### config.mk
export PLATFORM = sky130hd
export DESIGN_NAME = dhcp_option_parser
export DESIGN_NICKNAME = d
export VERILOG_FILES = /design/src/rtl/core/dop_pkg.sv /design/src/rtl/core/dhcp_option_parser.sv /design/src/rtl/core/dop_parse_core.sv /design/src/rtl/core/dop_out_queue.sv
export SDC_FILE = /design/constraint.sdc
export NUM_CORES = 1
export LEC_CHECK = 0
export ABC_AREA = 0
export BUFFER_PORTS_ARGS = -buffer_cell sky130_fd_sc_hd__buf_2
export CELL_PAD_IN_SITES_DETAIL_PLACEMENT = 1
export CELL_PAD_IN_SITES_GLOBAL_PLACEMENT = 1
export CORE_ASPECT_RATIO = 0.75
export CORE_MARGIN = 2
export CORE_UTILIZATION = 45
export CTS_CLUSTER_DIAMETER = 30
export DETAILED_ROUTE_END_ITERATION = 7
export PLACE_DENSITY = 0.83
export SYNTH_ARGS = -nofsm -noshare
export SYNTH_HDL_FRONTEND = slang
export SYNTH_SLANG_ARGS = --single-unit
### constraint.sdc
create_clock -name clk -period 21.2 [get_ports clk]
set_input_delay 6.36 -clock clk [delete_from_list [all_inputs] [get_ports clk]]
set_output_delay 6.36 -clock clk [all_outputs]
set_load 0.03 [all_outputs]
### src/rtl/core/dop_pkg.sv
package dop_pkg;

    // parse status codes
    localparam logic [1:0] ST_OK        = 2'd0;
    localparam logic [1:0] ST_BAD_COOKIE = 2'd1;
    localparam logic [1:0] ST_BAD_LENGTH = 2'd2;
    localparam logic [1:0] ST_TRUNCATED  = 2'd3;

    // option codes of interest
    localparam logic [7:0] OPT_PAD         = 8'd0;
    localparam logic [7:0] OPT_SUBNET_MASK = 8'd1;
    localparam logic [7:0] OPT_ROUTER      = 8'd3;
    localparam logic [7:0] OPT_DNS         = 8'd6;
    localparam logic [7:0] OPT_COOKIE_SRV  = 8'd8;
    localparam logic [7:0] OPT_RESOURCE    = 8'd11;
    localparam logic [7:0] OPT_LEASE       = 8'd51;
    localparam logic [7:0] OPT_MSG_TYPE    = 8'd53;
    localparam logic [7:0] OPT_SERVER_ID   = 8'd54;
    localparam logic [7:0] OPT_END         = 8'hFF;

    // capture slots
    localparam int CAP_NUM = 8;
    localparam logic [2:0] CAP_MASK  = 3'd0;
    localparam logic [2:0] CAP_GW    = 3'd1;
    localparam logic [2:0] CAP_DNS1  = 3'd2;
    localparam logic [2:0] CAP_DNS2  = 3'd3;
    localparam logic [2:0] CAP_AUTH  = 3'd4;
    localparam logic [2:0] CAP_FILE  = 3'd5;
    localparam logic [2:0] CAP_LEASE = 3'd6;
    localparam logic [2:0] CAP_SID   = 3'd7;

    typedef enum logic [2:0] {
        PH_DONE   = 3'd0,
        PH_COOKIE = 3'd1,
        PH_CODE   = 3'd2,
        PH_LEN    = 3'd3,
        PH_VALUE  = 3'd4
    } dop_phase_t;

    typedef struct packed {
        logic [7:0] data_byte;
        logic       first_byte;
        logic       last_byte;
    } dop_in_t;

    typedef struct packed {
        logic [1:0]  parse_status;
        logic [7:0]  message_type;
        logic [31:0] subnet_mask;
        logic [31:0] gateway_addr;
        logic [31:0] dns_primary;
        logic [31:0] dns_secondary;
        logic [31:0] auth_server;
        logic [31:0] file_server;
        logic [31:0] lease_seconds;
        logic [31:0] server_ident;
    } dop_out_t;

    // magic cookie 99.130.83.99
    function automatic logic [7:0] magic_byte(input logic [1:0] idx);
        logic [7:0] m;
        case (idx)
            2'd0:    m = 8'd99;
            2'd1:    m = 8'd130;
            2'd2:    m = 8'd83;
            default: m = 8'd99;
        endcase
        return m;
    endfunction

    // per-option length rule
    function automatic logic length_ok(input logic [7:0] code, input logic [7:0] len);
        logic ok;
        case (code) inside
            OPT_SUBNET_MASK, OPT_LEASE, OPT_SERVER_ID:
                ok = (len == 8'd4);
            OPT_MSG_TYPE:
                ok = (len == 8'd1);
            OPT_ROUTER, OPT_DNS, OPT_COOKIE_SRV, OPT_RESOURCE:
                ok = (len != 8'd0) && (len[1:0] == 2'b00);
            default:
                ok = 1'b1;
        endcase
        return ok;
    endfunction

endpackage

### src/rtl/core/dhcp_option_parser.sv
// channel  | handshake            | payload
// ---------+----------------------+---------------------------------------
// input    | in_valid / in_ready  | in_beat  (dop_in_t): one vendor byte
// output   | out_valid / out_ready| out_beat (dop_out_t): status and fields
//
// one byte is taken every cycle while in_ready is high; the beat that ends the
// parse passes the input register, then the result queue, before its result appears.
// a two-slot result queue lets bytes keep flowing while one result waits.
// rst_n clears the parse state and the captured addresses to zero.
// in_ready drops only when the queue holds two results and a byte is held.
module dhcp_option_parser
    import dop_pkg::*;
(
    input  logic     clk,
    input  logic     rst_n,
    input  logic     in_valid,
    output logic     in_ready,
    input  dop_in_t  in_beat,
    output logic     out_valid,
    input  logic     out_ready,
    output dop_out_t out_beat
);

    logic     room;
    logic     push;
    dop_out_t result;

    // byte parser with capture registers
    dop_parse_core u_core (
        .clk      (clk),
        .rst_n    (rst_n),
        .in_valid (in_valid),
        .in_ready (in_ready),
        .in_beat  (in_beat),
        .room     (room),
        .push     (push),
        .result   (result)
    );

    // result queue
    dop_out_queue u_queue (
        .clk       (clk),
        .rst_n     (rst_n),
        .push      (push),
        .push_beat (result),
        .room      (room),
        .out_valid (out_valid),
        .out_ready (out_ready),
        .out_beat  (out_beat)
    );

endmodule

### src/rtl/core/dop_parse_core.sv
module dop_parse_core
    import dop_pkg::*;
(
    input  logic     clk,
    input  logic     rst_n,
    input  logic     in_valid,
    output logic     in_ready,
    input  dop_in_t  in_beat,
    input  logic     room,
    output logic     push,
    output dop_out_t result
);

    logic        in_valid_reg;
    dop_in_t     in_beat_reg;
    logic        proc;

    dop_phase_t  phase_reg, phase_next;
    logic [1:0]  cidx_reg, cidx_next;
    logic [7:0]  code_reg, code_next;
    logic [7:0]  len_reg, len_next;
    logic [7:0]  cnt_reg, cnt_next;
    logic [31:0] shift_reg, shift_next;
    logic [7:0]  msg_reg, msg_next;
    logic [31:0] cap_reg [CAP_NUM];
    logic [31:0] cap_next [CAP_NUM];

    logic        fin;
    logic [1:0]  fin_status;

    // input register, freed when the queue can take a result
    assign proc     = in_valid_reg && room;
    assign in_ready = !in_valid_reg || room;

    always_ff @(posedge clk or negedge rst_n)
    begin
        if (!rst_n)
        begin
            in_valid_reg <= 1'b0;
        end
        else if (in_ready)
        begin
            in_valid_reg <= in_valid;
        end
    end

    always_ff @(posedge clk)
    begin
        if (in_ready && in_valid)
        begin
            in_beat_reg <= in_beat;
        end
    end

    // one parse step per byte
    always_comb
    begin
        logic [7:0]  b;
        dop_phase_t  ph;
        b          = in_beat_reg.data_byte;
        phase_next = phase_reg;
        cidx_next  = cidx_reg;
        code_next  = code_reg;
        len_next   = len_reg;
        cnt_next   = cnt_reg;
        shift_next = shift_reg;
        msg_next   = msg_reg;
        for (int k = 0; k < CAP_NUM; k++)
        begin
            cap_next[k] = cap_reg[k];
        end
        fin        = 1'b0;
        fin_status = ST_OK;

        ph = phase_reg;
        if (in_beat_reg.first_byte)
        begin
            ph        = PH_COOKIE;
            cidx_next = 2'd0;
            msg_next  = 8'd0;
        end
        phase_next = ph;

        unique case (ph)
            PH_COOKIE:
            begin
                if (b != magic_byte(cidx_next))
                begin
                    fin        = 1'b1;
                    fin_status = ST_BAD_COOKIE;
                end
                else if (cidx_next == 2'd3)
                begin
                    phase_next = PH_CODE;
                end
                else
                begin
                    cidx_next = cidx_next + 2'd1;
                end
            end
            PH_CODE:
            begin
                if (b == OPT_PAD || b == OPT_END)
                begin
                    fin        = 1'b1;
                    fin_status = ST_OK;
                end
                else
                begin
                    code_next  = b;
                    phase_next = PH_LEN;
                end
            end
            PH_LEN:
            begin
                if (!length_ok(code_reg, b))
                begin
                    fin        = 1'b1;
                    fin_status = ST_BAD_LENGTH;
                end
                else
                begin
                    len_next   = b;
                    cnt_next   = 8'd0;
                    shift_next = 32'd0;
                    phase_next = (b == 8'd0) ? PH_CODE : PH_VALUE;
                end
            end
            PH_VALUE:
            begin
                shift_next = {shift_reg[23:0], b};
                cnt_next   = cnt_reg + 8'd1;
                if (code_reg == OPT_MSG_TYPE && cnt_next == 8'd1)
                begin
                    msg_next = b;
                end
                if (cnt_next == 8'd4)
                begin
                    case (code_reg)
                        OPT_SUBNET_MASK: cap_next[CAP_MASK]  = shift_next;
                        OPT_ROUTER:      cap_next[CAP_GW]    = shift_next;
                        OPT_DNS:         cap_next[CAP_DNS1]  = shift_next;
                        OPT_COOKIE_SRV:  cap_next[CAP_AUTH]  = shift_next;
                        OPT_RESOURCE:    cap_next[CAP_FILE]  = shift_next;
                        OPT_LEASE:       cap_next[CAP_LEASE] = shift_next;
                        OPT_SERVER_ID:   cap_next[CAP_SID]   = shift_next;
                        default:         ;
                    endcase
                end
                if (cnt_next == 8'd8 && code_reg == OPT_DNS)
                begin
                    cap_next[CAP_DNS2] = shift_next;
                end
                if (cnt_next == len_reg)
                begin
                    phase_next = PH_CODE;
                end
            end
            default:
            begin
            end
        endcase

        // field ended before an end mark
        if (!fin && ph != PH_DONE && in_beat_reg.last_byte)
        begin
            fin        = 1'b1;
            fin_status = ST_TRUNCATED;
        end
        if (fin)
        begin
            phase_next = PH_DONE;
        end
    end

    // result assembled from the updated state
    assign push = proc && fin;

    always_comb
    begin
        result.parse_status  = fin_status;
        result.message_type  = (fin_status == ST_OK) ? msg_next : 8'd0;
        result.subnet_mask   = cap_next[CAP_MASK];
        result.gateway_addr  = cap_next[CAP_GW];
        result.dns_primary   = cap_next[CAP_DNS1];
        result.dns_secondary = cap_next[CAP_DNS2];
        result.auth_server   = cap_next[CAP_AUTH];
        result.file_server   = cap_next[CAP_FILE];
        result.lease_seconds = cap_next[CAP_LEASE];
        result.server_ident  = cap_next[CAP_SID];
    end

    // parse state
    always_ff @(posedge clk or negedge rst_n)
    begin
        if (!rst_n)
        begin
            phase_reg <= PH_DONE;
            cidx_reg  <= 2'd0;
            code_reg  <= 8'd0;
            len_reg   <= 8'd0;
            cnt_reg   <= 8'd0;
            shift_reg <= 32'd0;
            msg_reg   <= 8'd0;
            for (int k = 0; k < CAP_NUM; k++)
            begin
                cap_reg[k] <= 32'd0;
            end
        end
        else if (proc)
        begin
            phase_reg <= phase_next;
            cidx_reg  <= cidx_next;
            code_reg  <= code_next;
            len_reg   <= len_next;
            cnt_reg   <= cnt_next;
            shift_reg <= shift_next;
            msg_reg   <= msg_next;
            for (int k = 0; k < CAP_NUM; k++)
            begin
                cap_reg[k] <= cap_next[k];
            end
        end
    end

endmodule

### src/rtl/core/dop_out_queue.sv
module dop_out_queue
    import dop_pkg::*;
(
    input  logic     clk,
    input  logic     rst_n,
    input  logic     push,
    input  dop_out_t push_beat,
    output logic     room,
    output logic     out_valid,
    input  logic     out_ready,
    output dop_out_t out_beat
);

    logic [1:0] count_reg, count_next;
    dop_out_t   head_reg;
    dop_out_t   tail_reg;
    logic       pop;

    assign pop       = out_valid && out_ready;
    assign out_valid = (count_reg != 2'd0);
    assign room      = (count_reg != 2'd2);
    assign out_beat  = head_reg;

    // occupancy
    always_comb
    begin
        count_next = count_reg;
        if (push && !pop)
        begin
            count_next = count_reg + 2'd1;
        end
        else if (pop && !push)
        begin
            count_next = count_reg - 2'd1;
        end
    end

    always_ff @(posedge clk or negedge rst_n)
    begin
        if (!rst_n)
        begin
            count_reg <= 2'd0;
        end
        else
        begin
            count_reg <= count_next;
        end
    end

    // two result slots, head is shown on the port
    always_ff @(posedge clk)
    begin
        if (pop)
        begin
            if (count_reg == 2'd2)
            begin
                head_reg <= tail_reg;
                if (push)
                begin
                    tail_reg <= push_beat;
                end
            end
            else if (push)
            begin
                head_reg <= push_beat;
            end
        end
        else if (push)
        begin
            if (count_reg == 2'd0)
            begin
                head_reg <= push_beat;
            end
            else
            begin
                tail_reg <= push_beat;
            end
        end
    end

endmodule

=== Word-level counts from Yosys, hierarchy flattened ===
Cells that the tools add are included.

* Register bits after elaboration: 862
* Output and inout bits: 268
* Bits of input ports: 14
* Word-level logic and storage cells: 167

* Multiplexer cells: 58
* $add $sub $neg: 4
* Bitwise logic cells: 1
* Equal/unequal tests: 28
* Reduce and logical (&&, ||, !) cells: 36

{| class="wikitable"
|+ Operators with widths
! cell !! count
|-
| $mux 266 || 9
|-
| $mux 256 || 1
|-
| $mux 32 || 8
|-
| $mux 128 || 1
|-
| $mux 96 || 1
|-
| $mux 8 || 6
|-
| $pmux 24 s2 || 1
|-
| $pmux 8 s2 || 2
|-
| $eq 8x1->1 const B || 3
|-
| $eq 8x3->1 const B || 3
|-
| $eq 8x4->1 const B || 3
|-
| $eq 8x6->1 const B || 3
|-
| $mux 24 || 1
|-
| $mux 3 || 8
|-
| $mux 2 || 8
|-
| $reduce_and 3->1 || 5
|-
| $pmux 3 s4 || 1
|-
| $reduce_bool 2->1 || 6
|-
| $logic_and 1x1->1 || 11
|-
| $mux 1 || 9
|-
| $add 8x1->8 const B || 1
|-
| $eq 8x2->1 const B || 1
|-
| $eq 8x8->1 || 1
|-
| $eq 8x8->1 const B || 1
|-
| other kinds (21) || 33
|}

=== Longest topological paths before layout ===
* Depth after elaboration: 17
* Depth in mapped cells: 15
* Gate-level depth less buffers: 13

=== Modules after synthesis ===
A second synthesis with hierarchy kept.

* Cells, all modules: 2152
* Area total of the unflattened synthesis: 37055.5 um^2

{| class="wikitable"
|+ By module, submodules not included
! module !! cells each !! times used !! seq. area each (um^2) !! area each (um^2)
|-
| dop_out_queue || 847 || 1 || 16025.4 || 20362.0
|-
| dop_parse_core || 1305 || 1 || 8257.9 || 16693.5
|}

=== Worst setup path before layout ===
No wires, ideal clock.

* Path kind: input to register
* Start point: input out_ready
* End point: register u_queue.head_reg, in the netlist u_queue.out_beat[0] (enable)
* Buffers on the path: 2
* Setup time: 1311 ps
* Required time: 19889 ps
* Arrival time: 26604 ps
* Cell stages on the path: 4
* Slack: -6714 ps
* Path through: nand2_1 > clkbuf_1 > clkbuf_1 > a221oi_1

* Word-level cells in the longest chain between the ends: 3
* Elaborated cells between the ends (all ways): 4
* Those cells by class: 4 x reduce/logical

{| class="wikitable"
|+ RTL lines
! item !! line !! RTL
|-
| start: declaration || dhcp_option_parser.sv:20 || <nowiki>input logic out_ready,</nowiki>
|-
| $logic_and 1x1->1 (*) || dop_out_queue.sv:19 || <nowiki>assign pop = out_valid && out_ready;</nowiki>
|-
| $reduce_bool 2->1 (no source line) || - ||
|-
| $reduce_and 3->1 (no source line) (*) || - ||
|-
| end signal: assignment || dop_out_queue.sv:57 || <nowiki>head_reg <= tail_reg;</nowiki>
|-
| end signal: assignment || dop_out_queue.sv:65 || <nowiki>head_reg <= push_beat;</nowiki>
|-
| end signal: assignment || dop_out_queue.sv:72 || <nowiki>head_reg <= push_beat;</nowiki>
|-
| end: declaration || dop_out_queue.sv:15 || <nowiki>dop_out_t head_reg;</nowiki>
|}

Every way passes the cells marked *; elsewhere a longest branch is shown, timed or not.
A chain may end at the register's enable or synchronous reset.

=== Worst setup path after layout ===
* Start point: input out_ready
* End point: register u_queue.head_reg, in the netlist u_queue.out_beat[111], data pin

* Word-level cells in the longest chain between the ends: 2

{| class="wikitable"
|+ RTL lines
! item !! line !! RTL
|-
| $logic_and 1x1->1 || dop_out_queue.sv:19 ||
|-
| $mux 266 || dop_out_queue.sv:53 || <nowiki>if (pop)</nowiki>
|}

Every way passes these cells.

==> out/results.ini <==
[status]
outcome=finished clean

[floorplanning]
die_h_um=249
i_o_pin_cnt=282
core_region_area_mm2=0.0791
fp.dieW_um=331
floorplan.initialDensity_pct=45.6
die-area_mm2=0.0825
core.rowCount=89

[cells_and_area]
finalNetCount=3070
area_delta_synth_final_pct=20.1
drive_above_1_share_pct=30.8

[global_routing]
first_global_vias=26800
grt_max_degree=150
globalRouteTotalUtil_pct=27.2
initial_antenna_violation_count=5
grt_overflow=0
grt_pass1_wl_um=168000

[clock_network]
cts_hold_buffers=0
clkSinkCount=862
clk_path_buf_depth=3
htree_num_levels=4
clockRootBuffer=sky130_fd_sc_hd__clkbuf_16
clk-insertion-delay-late_ns=0.74
reg_clk_slew_reported_paths_ns=0.05
tritoncts.num_buffers=144
post-cts-setup-buffers=0
tritoncts_clock_tree=yes
cts_repair_resize_count=0

[drt]
drtPass1Iterations=5
final_antenna_net_count=0
routed_wire_length_per_instance_um=26.5
route.detailed.vias_per_inst=5.83
drt_drc_violations_left=0
drt-total-wl_um=112000
dr_total_vias=24600
drt_iter0_drc=2123

[power_and_ir_drop]
ir_drop_worst_vdd_uv=89.2
p_leak_nw=19.1
pwr_density_cell_mw_per_mm2=131

[placement]
finalWeightedCongestion=0.822
place.detailed.hpwl_um=62100
io_buffers=281

[worst_setup_path]
startpoint_type=input port
cp_num_buf_inv=3
worst_path_most_repeated_cell=sky130_fd_sc_hd__buf_4
cp_slowest_stage_delay_ns=0.99
kind_of_critical_path=input port to register
crit_arrival_ns=9.72
worstPathMaxFanout=103
cp_slowest_cell=sky130_fd_sc_hd__buf_4
timing.critical_path.to_type=register
timing.critical_path.cells=buf_2, nand2_4, buf_4, buf_4, mux2_2
crit_required_ns=21.66
critPathTopFamily=buffers and inverters

[flow_run]
drv.max_cap_violation_count=0

[timing]
max_freq_mhz=108
rsz_0062_raised_after_global_routing=false
slew-limit-headroom_pct=12.7
timing.final.hold_violations=0
final_max_slew_viol_count=0
final.period_utilization_pct=43.7
final.min_clock_period_ns=9.26
setup-tns-final_ns=0
clock-skew-final_ns=0.0402
transition_time_at_the_pin_with_the_least_slew_margin_ns=1.31
setup_violators_final=0
worst_hold_slack_ns=0.489

[synthesis]
synth-seq-cells=862
count_of_flip_flops_with_a_built_in_enable_after_synthesis=542
synthesis.area_per_instance_um2=12.9
synth_warnings=0
synthesis.area_mm2=0.0361
synthDistinctLibCells=65
syn-instance-count=2790
syn-num-nets=2814
postSynth.asyncResetShare_pct=37.1
ys_seq_area_share_pct=67.3
yosys_most_used_dff=sky130_fd_sc_hd__edfxtp_1

[hold_path]
min-delay-path-class=register to register

-- cells in the mapped netlist, types with 10 or more instances --
library cell / n / share of area, %
sky130_fd_sc_hd__a31oi_1: 193 / 3.3
sky130_fd_sc_hd__and3_1: 12 / 0.21
sky130_fd_sc_hd__buf_1: 11 / 0.11
sky130_fd_sc_hd__buf_2: 17 / 0.24
sky130_fd_sc_hd__clkbuf_1: 170 / 1.8
sky130_fd_sc_hd__dfrtp_1: 320 / 22
sky130_fd_sc_hd__edfxtp_1: 542 / 45
sky130_fd_sc_hd__ha_1: 10 / 0.35
sky130_fd_sc_hd__inv_1: 10 / 0.10
sky130_fd_sc_hd__mux2_1: 52 / 1.6
sky130_fd_sc_hd__mux2_2: 331 / 10
sky130_fd_sc_hd__mux2_4: 20 / 0.83
sky130_fd_sc_hd__nand2_1: 627 / 6.5
sky130_fd_sc_hd__nand2_2: 30 / 0.52
sky130_fd_sc_hd__nand3_1: 12 / 0.17
sky130_fd_sc_hd__nor2_1: 215 / 2.2
sky130_fd_sc_hd__nor2b_1: 16 / 0.28
sky130_fd_sc_hd__nor3_1: 13 / 0.18
sky130_fd_sc_hd__o21ai_0: 46 / 0.64
sky130_fd_sc_hd__xnor2_1: 12 / 0.29
-- where the power goes --
group / total, W / switching (W) / internal [W] / leakage, nW
clock network: 0.00240 / 0.000885 / 0.00151 / 2.40
registers: 0.00230 / 0.000151 / 0.00215 / 9.57
logic: 0.000959 / 0.000730 / 0.000229 / 7.09
-- layer usage --
layer	GRT usage [%]	wire length (um)	vias to the layer above
met5	0	40	-
met4	12.0	4050	6
met3	5.37	7180	254
met2	44.7	55000	987
met1	35.0	45500	12800
li1	-	-	10500
-- metrics by stage --
stage | cells | setup WS (ns) | utilization [%] | power, W | instance area, um2
6_report | 4214 | 11.94 | 54.8 | 0.00566 | 43300
3_5_place_dp | 3946 | 11.30 | 48.5 | 0.00327 | 38400
2_1_floorplan | 2790 | 2.05 | - | 0.00299 | 36100
4_1_cts | 4213 | 12.02 | 54.8 | 0.00569 | 43300
5_1_grt | 4213 | 11.74 | 54.8 | 0.00584 | 43300
3_3_place_gp | 3946 | 11.46 | 48.5 | 0.00323 | 38400
-- area by class of cell --
class                   instances  area, um2
clock buffers                 168       3810
well taps                    1046       1310
diodes                          1       2.50
multi-input cells            1704      11000
flip-flops and latches        862      24300
clock inverters                99       1160
repair buffers                324       1760
inverters                      10       37.5
fillers                      7821      35700
-- cell usage in the layout, fill, tap and decap left out, types with 8 or more instances in the layout --
master	instances
sky130_fd_sc_hd__xnor2_1	12
sky130_fd_sc_hd__mux2_2	331
sky130_fd_sc_hd__mux2i_1	9
sky130_fd_sc_hd__o21ai_0	46
sky130_fd_sc_hd__buf_2	280
sky130_fd_sc_hd__inv_1	10
sky130_fd_sc_hd__clkinvlp_4	12
sky130_fd_sc_hd__dfrtp_1	320
sky130_fd_sc_hd__a31oi_1	193
sky130_fd_sc_hd__nand2_1	623
sky130_fd_sc_hd__nand3_1	9
sky130_fd_sc_hd__bufinv_16	17
sky130_fd_sc_hd__a21oi_1	9
sky130_fd_sc_hd__clkbuf_16	146
sky130_fd_sc_hd__mux2_4	20
sky130_fd_sc_hd__inv_6	21
sky130_fd_sc_hd__clkinv_4	14
sky130_fd_sc_hd__mux2_1	52
sky130_fd_sc_hd__nor2b_1	16
sky130_fd_sc_hd__edfxtp_1	542
sky130_fd_sc_hd__clkbuf_1	15
sky130_fd_sc_hd__buf_4	41
sky130_fd_sc_hd__nor2_1	212
sky130_fd_sc_hd__nor3_1	13
sky130_fd_sc_hd__clkinv_2	17
sky130_fd_sc_hd__ha_1	10
sky130_fd_sc_hd__clkinv_1	11
sky130_fd_sc_hd__nand2_2	33
sky130_fd_sc_hd__and3_1	8
-- kinds of logic after synthesis --
group,synth area share [%]
xor+xnor,0.461
flops,67.3
mux,13.0
compound gates,4.80
fa+ha+maj,0.347
buf+inv,2.63
simple gates,11.5
-- path summary, 6_finish.rpt --
kind	start	end	slack [ns]	depth (start not counted)
worst max register to register	u_core.in_beat_reg[1]$_DFFE_PP_	u_queue.tail_reg[148]$_DFFE_PP_	15.90	12
min in group asynchronous	rst_n	u_core.cap_reg[254]$_DFFE_PN0P_	5.74	1
max in group asynchronous	rst_n	u_core.cap_reg[215]$_DFFE_PN0P_	13.85	2
worst min-delay path	u_core.cap_reg[198]$_DFFE_PN0P_	u_core.cap_reg[198]$_DFFE_PN0P_	0.49	1
worst min register to register	u_core.cap_reg[198]$_DFFE_PN0P_	u_core.cap_reg[198]$_DFFE_PN0P_	0.49	1
worst max-delay path	out_ready	u_queue.out_beat[111]$_DFFE_PP_	11.94	5
No activity file was read; power rests on OpenSTA's default activity.
